<file path="config.mk">
export PLATFORM = sky130hd
export DESIGN_NAME = hole_punch_retry_scheduler_top
export DESIGN_NICKNAME = d
export VERILOG_FILES = /design/src/sv/hprs_pkg.sv /design/src/sv/hprs_regs.sv /design/src/sv/hole_punch_retry_scheduler_top.sv
export VERILOG_INCLUDE_DIRS = /design/src /design/src/sv
export SDC_FILE = /design/constraint.sdc
export NUM_CORES = 2
export LEC_CHECK = 0
export ABC_CLOCK_PERIOD_IN_PS = 32500
export BUFFER_PORTS_ARGS = -buffer_cell sky130_fd_sc_hd__buf_2
export CORE_MARGIN = 2
export CORE_UTILIZATION = 50
export CTS_BUF_LIST = sky130_fd_sc_hd__clkbuf_2
export DETAILED_ROUTE_END_ITERATION = 10
export GPL_ROUTABILITY_DRIVEN = 1
export HOLD_SLACK_MARGIN = 0.12
export PLACE_DENSITY = 0.66
export SYNTH_ARGS = -nofsm -noshare
export SYNTH_HDL_FRONTEND = slang
export SYNTH_SLANG_ARGS = --single-unit
</file>
<file path="constraint.sdc">
create_clock -name clk -period 32.5 [get_ports clk]
set_input_delay 3.25 -clock clk [delete_from_list [all_inputs] [get_ports clk]]
set_output_delay 3.25 -clock clk [all_outputs]
set_load 0.05 [all_outputs]
</file>
<file path="src/sv/assert_macros.svh">
// Assertion helper macros for the hole-punch retry scheduler
`ifndef ASSERT_MACROS_SVH
`define ASSERT_MACROS_SVH

// implication checked on every rising clock edge outside reset
`define ASSERT_IMP(label, clk, rst_n, ante, cons) \
	label: assert property (@(posedge clk) disable iff (!rst_n) (ante) |-> (cons)) \
		else $error("assertion failed");

// next-cycle implication
`define ASSERT_NEXT(label, clk, rst_n, ante, cons) \
	label: assert property (@(posedge clk) disable iff (!rst_n) (ante) |=> (cons)) \
		else $error("assertion failed");

`endif

</file>
<file path="src/sv/hprs_pkg.sv">
`timescale 1ns / 1ps
// ----------------------------------------------------------------------------
// hprs_pkg
// Shared types and constants of the hole-punch retry scheduler.
// ----------------------------------------------------------------------------
package hprs_pkg;

	localparam int MAX_RESULTS = 16;

	localparam logic [1:0] MODE_TICK    = 2'd0;
	localparam logic [1:0] MODE_ADD     = 2'd1;
	localparam logic [1:0] MODE_SUCCESS = 2'd2;
	localparam logic [1:0] MODE_PACKET  = 2'd3;

	localparam logic [1:0] KIND_PUNCH   = 2'd0;
	localparam logic [1:0] KIND_PEER    = 2'd1;
	localparam logic [1:0] KIND_SERVER  = 2'd2;
	localparam logic [1:0] KIND_REJECT  = 2'd3;

	localparam logic [1:0] REG_INTERVAL = 2'd0;
	localparam logic [1:0] REG_BUDGET   = 2'd1;
	localparam logic [1:0] REG_SRV_IP   = 2'd2;
	localparam logic [1:0] REG_SRV_PORT = 2'd3;

	localparam logic [15:0] RESET_INTERVAL = 16'd30;
	localparam logic [7:0]  RESET_BUDGET   = 8'd100;

	typedef struct packed {
		logic [1:0]  mode;
		logic [31:0] now;
		logic [63:0] node_id;
		logic [31:0] first_ip;
		logic [15:0] first_port;
		logic [31:0] second_ip;
		logic [15:0] second_port;
	} in_item_t;

	typedef struct packed {
		logic [1:0]  kind;
		logic [63:0] peer_node;
		logic [31:0] dest_ip;
		logic [15:0] dest_port;
		logic        last;
	} out_item_t;

	typedef enum logic [3:0] {
		ST_IDLE,
		ST_COUNT,
		ST_TICK,
		ST_PUNCH2,
		ST_COMPACT,
		ST_ADD,
		ST_PEERSCAN,
		ST_MARK,
		ST_PKT,
		ST_EMIT,
		ST_FLUSH
	} state_t;

	typedef struct packed {
		logic [31:0] server_ip;
		logic [15:0] server_port;
		logic [15:0] interval;
		logic [7:0]  budget;
	} cfg_t;

endpackage

</file>
<file path="src/sv/hprs_regs.sv">
`timescale 1ns / 1ps
// ----------------------------------------------------------------------------
// hprs_regs
// Configuration register file with plain write port.
// ----------------------------------------------------------------------------
module hprs_regs (
	input  logic               clk,
	input  logic               arst_n,
	input  logic               cfg_we,
	input  logic [1:0]         cfg_index,
	input  logic [31:0]        cfg_data,
	output hprs_pkg::cfg_t     cfg
);
	import hprs_pkg::*;

	cfg_t cfg_q;

	always_ff @(posedge clk or negedge arst_n) begin
		if (!arst_n) begin
			cfg_q.interval    <= RESET_INTERVAL;
			cfg_q.budget      <= RESET_BUDGET;
			cfg_q.server_ip   <= '0;
			cfg_q.server_port <= '0;
		end else if (cfg_we) begin
			case (cfg_index)
				REG_INTERVAL: cfg_q.interval    <= cfg_data[15:0];
				REG_BUDGET:   cfg_q.budget      <= cfg_data[7:0];
				REG_SRV_IP:   cfg_q.server_ip   <= cfg_data;
				REG_SRV_PORT: cfg_q.server_port <= cfg_data[15:0];
				default: ;
			endcase
		end
	end

	assign cfg = cfg_q;

endmodule

</file>
<file path="src/sv/hole_punch_retry_scheduler_top.sv">
`timescale 1ns / 1ps
// ----------------------------------------------------------------------------
// hole_punch_retry_scheduler_top
// Peer target table with retry scheduling, success set and packet lookup.
// ----------------------------------------------------------------------------
// Usage: one input transaction (in_valid/in_ready, struct in_item) gives zero
// or more result transactions (out_valid/out_ready, struct out_item); the last
// result of an input carries last. Configuration is written through cfg_we,
// cfg_index and cfg_data while the block is idle.
// A sequencer walks the target slots one per cycle, but for punch rounds
// and output stalls, through one shared compare/add unit. A tick counts the
// due targets to place last, issues two results per due target, compacts
// and flushes; an add stores or rejects a target; an unknown success records
// its peer and marks its targets; a packet not from the server scans the slots.
// in_ready is high only in the idle state. Results leave through a single
// output register; while the receiver stalls the sequencer holds.
// Reset clears the slot valid bits, the peer count and loads the register
// defaults (interval 30, budget 100); the slot and peer stores are not cleared.
// ----------------------------------------------------------------------------
module hole_punch_retry_scheduler_top #(
	parameter int TARGETS = 8,
	parameter int PEERS   = 16
) (
	input  logic                  clk,
	input  logic                  arst_n,
	input  logic                  in_valid,
	output logic                  in_ready,
	input  hprs_pkg::in_item_t    in_item,
	output logic                  out_valid,
	input  logic                  out_ready,
	output hprs_pkg::out_item_t   out_item,
	input  logic                  cfg_we,
	input  logic [1:0]            cfg_index,
	input  logic [31:0]           cfg_data
);
	import hprs_pkg::*;
	`include "assert_macros.svh"

	localparam int TW = (TARGETS > 1) ? $clog2(TARGETS) : 1;
	localparam int PW = (PEERS > 1) ? $clog2(PEERS) : 1;
	localparam int CW = $clog2(PEERS + 1);
	localparam int NW = $clog2(MAX_RESULTS + 1);
	localparam int IW = (TW + 1 > CW) ? TW + 1 : CW;

	cfg_t cfg;

	hprs_regs u_regs (
		.clk(clk), .arst_n(arst_n), .cfg_we(cfg_we), .cfg_index(cfg_index),
		.cfg_data(cfg_data), .cfg(cfg)
	);

	logic [TARGETS-1:0] valid_q;
	logic [63:0] node_q [TARGETS];
	logic [31:0] pip_q [TARGETS];
	logic [15:0] ppt_q [TARGETS];
	logic [31:0] qip_q [TARGETS];
	logic [15:0] qpt_q [TARGETS];
	logic [7:0]  left_q [TARGETS];
	logic [31:0] due_q [TARGETS];
	logic [TARGETS-1:0] succ_q;
	logic [63:0] peer_q [PEERS];
	logic [CW-1:0] pcnt_q;

	state_t state_q, state_d;
	in_item_t item_q;
	logic [IW-1:0] idx_q;
	logic [TW:0] wr_q;
	logic [NW-1:0] nres_q;
	logic [NW-1:0] etot_q;
	logic ovalid_q;
	out_item_t obuf_q;
	logic known_q;

	logic [TW-1:0] ix, wx;
	assign ix = idx_q[TW-1:0];
	assign wx = wr_q[TW-1:0];
	logic idx_end;
	assign idx_end = (idx_q == IW'(TARGETS));

	// shared compare unit
	logic [31:0] diff;
	logic due_ok, live_ok, room_ok, cnt_room, ep_hit, keep, punch_last;
	assign diff    = item_q.now - due_q[ix];
	assign due_ok  = !diff[31];
	assign live_ok = valid_q[ix] && (left_q[ix] != 8'd0) && !succ_q[ix];
	assign room_ok = (nres_q + NW'(2)) <= NW'(MAX_RESULTS);
	assign cnt_room = (etot_q + NW'(2)) <= NW'(MAX_RESULTS);
	assign punch_last = ((nres_q + NW'(1)) == etot_q);
	assign ep_hit  = valid_q[ix] &&
		((pip_q[ix] == item_q.first_ip && ppt_q[ix] == item_q.first_port) ||
		 (qip_q[ix] == item_q.first_ip && qpt_q[ix] == item_q.first_port));
	assign keep    = valid_q[ix] && (left_q[ix] != 8'd0) && !succ_q[ix];

	logic out_free;
	assign out_free = !ovalid_q || out_ready;

	logic [TW:0] live_cnt;
	always_comb begin
		live_cnt = '0;
		for (int i = 0; i < TARGETS; i++)
			live_cnt = live_cnt + (TW+1)'(valid_q[i]);
	end

	logic is_server;
	assign is_server = (item_q.first_ip == cfg.server_ip) &&
		(item_q.first_port == cfg.server_port);

	always_comb begin
		state_d = state_q;
		case (state_q)
			ST_IDLE: if (in_valid) begin
				case (in_item.mode)
					MODE_TICK:    state_d = ST_COUNT;
					MODE_ADD:     state_d = ST_ADD;
					MODE_SUCCESS: state_d = ST_PEERSCAN;
					default:      state_d = ST_PKT;
				endcase
			end
			ST_COUNT: if (idx_end) state_d = ST_TICK;
			ST_TICK: if (idx_end) state_d = ST_COMPACT;
				else if (live_ok && due_ok && room_ok && out_free) state_d = ST_PUNCH2;
			ST_PUNCH2: if (out_free) state_d = ST_TICK;
			ST_COMPACT: if (idx_end) state_d = ST_FLUSH;
			ST_ADD: if (out_free) state_d = ST_IDLE;
			ST_PEERSCAN: if (known_q) state_d = ST_IDLE;
				else if (idx_q >= IW'(pcnt_q) || idx_q >= IW'(PEERS))
					state_d = ST_MARK;
			ST_MARK: if (idx_end) state_d = ST_IDLE;
			ST_PKT: if (out_free) begin
				if (is_server || idx_end || ep_hit) state_d = ST_IDLE;
			end
			ST_FLUSH: if (out_free) state_d = ST_IDLE;
			default: state_d = ST_IDLE;
		endcase
	end

	assign in_ready = (state_q == ST_IDLE);

	always_ff @(posedge clk or negedge arst_n) begin
		if (!arst_n) state_q <= ST_IDLE;
		else state_q <= state_d;
	end

	// payload stores
	always_ff @(posedge clk) begin
		case (state_q)
			ST_IDLE: if (in_valid) item_q <= in_item;
			ST_TICK: if (!idx_end && live_ok && due_ok && room_ok && out_free) begin
				left_q[ix] <= left_q[ix] - 8'd1;
				due_q[ix]  <= item_q.now + 32'(cfg.interval);
			end
			ST_COMPACT: if (!idx_end && keep && wx != ix) begin
				node_q[wx] <= node_q[ix]; pip_q[wx] <= pip_q[ix];
				ppt_q[wx] <= ppt_q[ix]; qip_q[wx] <= qip_q[ix];
				qpt_q[wx] <= qpt_q[ix]; left_q[wx] <= left_q[ix];
				due_q[wx] <= due_q[ix];
			end
			ST_ADD: if (out_free && live_cnt < (TW+1)'(TARGETS)) begin
				node_q[live_cnt[TW-1:0]] <= item_q.node_id;
				pip_q[live_cnt[TW-1:0]]  <= item_q.first_ip;
				ppt_q[live_cnt[TW-1:0]]  <= item_q.first_port;
				qip_q[live_cnt[TW-1:0]]  <= item_q.second_ip;
				qpt_q[live_cnt[TW-1:0]]  <= item_q.second_port;
				left_q[live_cnt[TW-1:0]] <= cfg.budget;
				due_q[live_cnt[TW-1:0]]  <= item_q.now;
			end
			ST_PEERSCAN: if (!known_q && (idx_q >= IW'(pcnt_q) ||
				idx_q >= IW'(PEERS)) && pcnt_q < CW'(PEERS))
				peer_q[pcnt_q[PW-1:0]] <= item_q.node_id;
			default: ;
		endcase
	end

	// control
	always_ff @(posedge clk or negedge arst_n) begin
		if (!arst_n) begin
			valid_q <= '0; succ_q <= '0; pcnt_q <= '0;
			idx_q <= '0; wr_q <= '0; nres_q <= '0; etot_q <= '0; known_q <= 1'b0;
			ovalid_q <= 1'b0; obuf_q <= '0;
		end else begin
			if (out_ready) ovalid_q <= 1'b0;
			case (state_q)
				ST_IDLE: begin
					idx_q <= '0; wr_q <= '0; nres_q <= '0; etot_q <= '0;
					known_q <= 1'b0;
				end
				ST_COUNT: if (idx_end) begin
					idx_q <= '0;
				end else begin
					if (live_ok && due_ok && cnt_room) etot_q <= etot_q + NW'(2);
					idx_q <= idx_q + 1'b1;
				end
				ST_TICK: if (idx_end) begin
					idx_q <= '0;
				end else if (live_ok && due_ok && room_ok) begin
					if (out_free) begin
						ovalid_q <= 1'b1;
						obuf_q <= '{KIND_PUNCH, node_q[ix], pip_q[ix], ppt_q[ix], 1'b0};
						nres_q <= nres_q + NW'(1);
					end
				end else idx_q <= idx_q + 1'b1;
				ST_PUNCH2: if (out_free) begin
					ovalid_q <= 1'b1;
					obuf_q <= '{KIND_PUNCH, node_q[ix], qip_q[ix], qpt_q[ix], punch_last};
					nres_q <= nres_q + NW'(1);
					idx_q <= idx_q + 1'b1;
				end
				ST_COMPACT: if (!idx_end) begin
					if (keep) begin
						valid_q[wx] <= 1'b1;
						succ_q[wx] <= 1'b0;
						wr_q <= wr_q + 1'b1;
					end
					if (ix >= wx && !(keep && wx == ix)) valid_q[ix] <= 1'b0;
					idx_q <= idx_q + 1'b1;
				end
				ST_ADD: if (out_free) begin
					if (live_cnt < (TW+1)'(TARGETS)) begin
						valid_q[live_cnt[TW-1:0]] <= 1'b1;
						succ_q[live_cnt[TW-1:0]] <= 1'b0;
					end else begin
						ovalid_q <= 1'b1;
						obuf_q <= '{KIND_REJECT, item_q.node_id, 32'd0, 16'd0, 1'b1};
					end
				end
				ST_PEERSCAN: if (!known_q) begin
					if (idx_q >= IW'(pcnt_q) || idx_q >= IW'(PEERS)) begin
						if (pcnt_q < CW'(PEERS)) pcnt_q <= pcnt_q + 1'b1;
						idx_q <= '0;
					end else begin
						if (peer_q[idx_q[PW-1:0]] == item_q.node_id) known_q <= 1'b1;
						idx_q <= idx_q + 1'b1;
					end
				end
				ST_MARK: if (!idx_end) begin
					if (valid_q[ix] && node_q[ix] == item_q.node_id) succ_q[ix] <= 1'b1;
					idx_q <= idx_q + 1'b1;
				end
				ST_PKT: if (out_free) begin
					if (is_server) begin
						ovalid_q <= 1'b1;
						obuf_q <= '{KIND_SERVER, 64'd0, item_q.first_ip,
							item_q.first_port, 1'b1};
					end else if (!idx_end) begin
						if (ep_hit) begin
							ovalid_q <= 1'b1;
							obuf_q <= '{KIND_PEER, node_q[ix], item_q.first_ip,
								item_q.first_port, 1'b1};
						end
						idx_q <= idx_q + 1'b1;
					end
				end
				ST_FLUSH: ;
				default: ;
			endcase
		end
	end

	assign out_valid = ovalid_q;
	assign out_item = obuf_q;

	`ASSERT_IMP(a_busy_not_ready, clk, arst_n, state_q != ST_IDLE, !in_ready)
	`ASSERT_IMP(a_res_cap, clk, arst_n, 1'b1, nres_q <= NW'(MAX_RESULTS))
	`ASSERT_NEXT(a_hold_stall, clk, arst_n, ovalid_q && !out_ready,
		ovalid_q && $stable(obuf_q))
	`ASSERT_IMP(a_pcnt, clk, arst_n, 1'b1, pcnt_q <= CW'(PEERS))

endmodule
</file>
==> results.py <==
metrics = {
    "power": {
        "p_per_area_mw_per_mm2": 95.2,
        "p_leak_nw": 47.4,
        "p_sw_frac": 0.416,
        "pwr-share-comb": 0.402,
        "p_clk_frac": 0.199,
        "ir_worst_vdd_mv": 0.0713,
        "power.switching_mw": 5.51,
        "finalPower_mw": 13.2,
        "internal_power_mw": 7.73,
        "p_seq_frac": 0.399,
    },
    "sta": {
        "hold_violations": 0,
        "fmax_mhz": 115,
        "slew_headroom": 0.161,
        "layout_worst_path_cycle_share": 0.267,
        "clock_skew_ns": 0.251,
        "fin_hold_ws_ns": 0.517,
        "setup_tns_ns": 0,
        "slew_violations": 0,
        "min_period_ns": 8.67,
        "rsz0062_at_grt": "false",
        "tightest_slew_ns": 1.25,
        "setup_viol": 0,
    },
    "layout": {
        "syn2layout_area_growth_pct": 10.1,
        "n_fill_cell": 20400,
        "layout.cells.non_filler": 12900,
        "finalNetCount": 9302,
        "drive_above_1_share": 0.239,
        "final_area_mm2": 0.139,
    },
    "yosys": {
        "yosys_warnings": 0,
        "yosysSeqAreaShare": 0.716,
        "synth_nets": 8539,
        "synth-seq-cells": 3047,
        "avgSynthCellArea_um2": 15.3,
        "synth_edf_count": 2816,
        "async_flop_share": 0.0758,
        "ys_types": 83,
        "syn_inst": 8227,
        "syn-cell-area_mm2": 0.126,
        "ys.flop_type": "edfxtp_1",
    },
    "floorplanning": {
        "die_x_um": 506,
        "pin_count": 350,
        "rows": 184,
        "core_area_mm2": 0.251,
        "die_area_mm2": 0.256,
        "initial_utilization": 0.503,
        "die_y_um": 506,
    },
    "place": {
        "place_area_mm2": 0.132,
        "dp_cells": 11600,
        "place_congestion": 0.885,
        "hpwl_um": 234000,
        "numPortBuffers": 349,
    },
    "drt": {
        "vias_per_cell": 6.40,
        "drtPass1Iterations": 7,
        "wl_per_cell_um": 31.3,
        "drt-total-wl_um": 405000,
        "num_vias": 82700,
        "antenna_left": 0,
        "drt_iter0_drc": 11100,
        "drc": 0,
    },
    "clock_tree": {
        "cts_sinks": 3047,
        "clock-root-buffer": "clkbuf_2",
        "clock_latency_ns": 1.94,
        "clk_path_buf_depth": 4,
        "h-tree-depth": 6,
        "ctsHoldBuffers": 0,
        "cts_resized": 0,
        "clk_pin_slew_ns": 0.10,
        "cts_tree": "done",
        "cts_buffers": 755,
        "post-cts-setup-buffers": 0,
    },
    "critical_path": {
        "crit_path_start_kind": "flop",
        "critPathKind": "reg -> reg",
        "crit_fanout": 97,
        "cp.arrival_ns": 10.38,
        "cp.required_ns": 34.22,
        "end_kind": "flop",
    },
    "global_routing": {
        "grt_pass1_vias": 81000,
        "grt_usage": 0.308,
        "antenna_found_initial": 18,
        "grt_pass1_wl_um": 572000,
        "grt_max_degree": 193,
        "gr-total-overflow": 0,
    },
    "outcome": {
        "status": "finished, final reports clean",
    },
    "worst_hold_path": {
        "hp-class": "reg -> reg",
    },
    "run": {
        "drv_cap": 0,
    },
}
[layout make-up]
type | count | area, µm² | area share
diodes | 10 | 25.0 | 0.000180
inverters | 63 | 250 | 0.00180
clock buffers | 1109 | 5550 | 0.0399
clock inverters | 211 | 1400 | 0.0101
multi-input cells | 4524 | 33400 | 0.240
repair buffers | 599 | 3860 | 0.0278
well taps | 3348 | 4190 | 0.0301
flip-flops and latches | 3047 | 90400 | 0.650
[layer usage]
| metal | vias to the layer above | wire, µm | global-route usage |
|---|---|---|---|
| met5 | - | 87 | 0 |
| met4 | 12 | 22000 | 0.152 |
| met3 | 930 | 44800 | 0.0656 |
| met2 | 5609 | 188000 | 0.485 |
| met1 | 41600 | 150000 | 0.409 |
| li1 | 34500 | - | - |
[logic make-up after synthesis]
group / Yosys count / share of synthesized area
muxes: 763 / 0.0757
xor gates and xnor gates: 291 / 0.0202
and+or+nand+nor: 1582 / 0.0576
adders and majority gates: 79 / 0.00813
buffers and inverters: 656 / 0.0230
AOI/OAI and AO/OA: 1809 / 0.0996
DFF: 3047 / 0.716
[power by group through the flow]
stage	Clock, mW	Combinational, mW	Sequential (mW)
finish	2.63	5.32	5.28
global route	2.86	5.61	5.30
CTS	2.67	5.24	5.28
detailed placement	0	5.22	5.36
global placement	0	5.12	5.36
floorplan	0	3.13	5.51
[through the flow]
stage | util | worst slack [ns]
after floorplan | - | 20.73
after global placement | 0.526 | 24.21
after detailed placement | 0.526 | 24.05
after CTS | 0.553 | 23.96
after global routing | 0.553 | 23.53
final | 0.553 | 23.83
[cells in the final DEF (no fill, tap or decap), drive strengths merged, types with 126 or more instances in the layout]
cell type	n
a21oi	511
a221oi	273
a22oi	192
buf	599
clkbuf	1109
clkinv	173
dfrtp	224
edfxtp	2816
mux2	259
mux2i	378
mux4	126
nand2	273
nand3	207
nor2	629
nor3	158
o21ai	243
xor2	170
[synth_stat cells, types with 157 or more instances]
cell / count / share of area
xor2_1: 170 / 0.012
nand3_1: 207 / 0.0082
a22oi_1: 192 / 0.011
dfrtp_1: 224 / 0.044
mux2i_1: 378 / 0.030
edfxtp_1: 2816 / 0.67
nor3_1: 157 / 0.0062
nor2_1: 629 / 0.019
o21ai_0: 243 / 0.0096
a21oi_1: 511 / 0.020
a221oi_1: 273 / 0.019
nand2_1: 273 / 0.0081
clkbuf_1: 316 / 0.0094
mux2_2: 259 / 0.023
[critical path, cell delays in order (launching register included)]
cell and delay [ns]:
dfrtp_4 0.81, buf_4 0.77, buf_4 0.76, and2_4 0.71
a21oi_1 0.14, a21oi_1 0.18, a221oi_1 0.10, ha_1 0.36
nand2_1 0.05, or3_1 0.38, nor3_1 0.44, o31ai_1 0.21
o211ai_1 0.22, and4bb_2 0.31, nor3_4 0.15, buf_4 0.50
buf_4 0.77, buf_4 0.74, nor2_1 0.12, a221o_1 0.32
a31o_2 0.21
[final timing paths]
path                                    start             end  slack, ns  cells past startpoint
max in group asynchronous              arst_n    out_item[63]      29.44                      2
worst max-delay path                 idx_q[2]    out_item[11]      23.83                     20
worst min register to register  u_regs.cfg[1]   u_regs.cfg[1]       0.52                      1
worst max register to register       idx_q[2]    out_item[11]      23.83                     20
min in group asynchronous              arst_n  u_regs.cfg[21]       1.41                      1
worst min-delay path            u_regs.cfg[1]   u_regs.cfg[1]       0.52                      1
[registers in the layout (all words and copies together), names as in the netlist]
name,cells
item_q,192
due_q,256
u_regs.cfg,72
ppt_q,128
wr_q,3
pcnt_q,5
qpt_q,128
out_item,115
pip_q,256
known_q,1
idx_q,5
state_q,4
node_q,512
succ_q,8
etot_q,4
out_valid,1
nres_q,5
qip_q,256
left_q,64
valid_q,8
peer_q,1024
(Power assumes the default switching activity.)
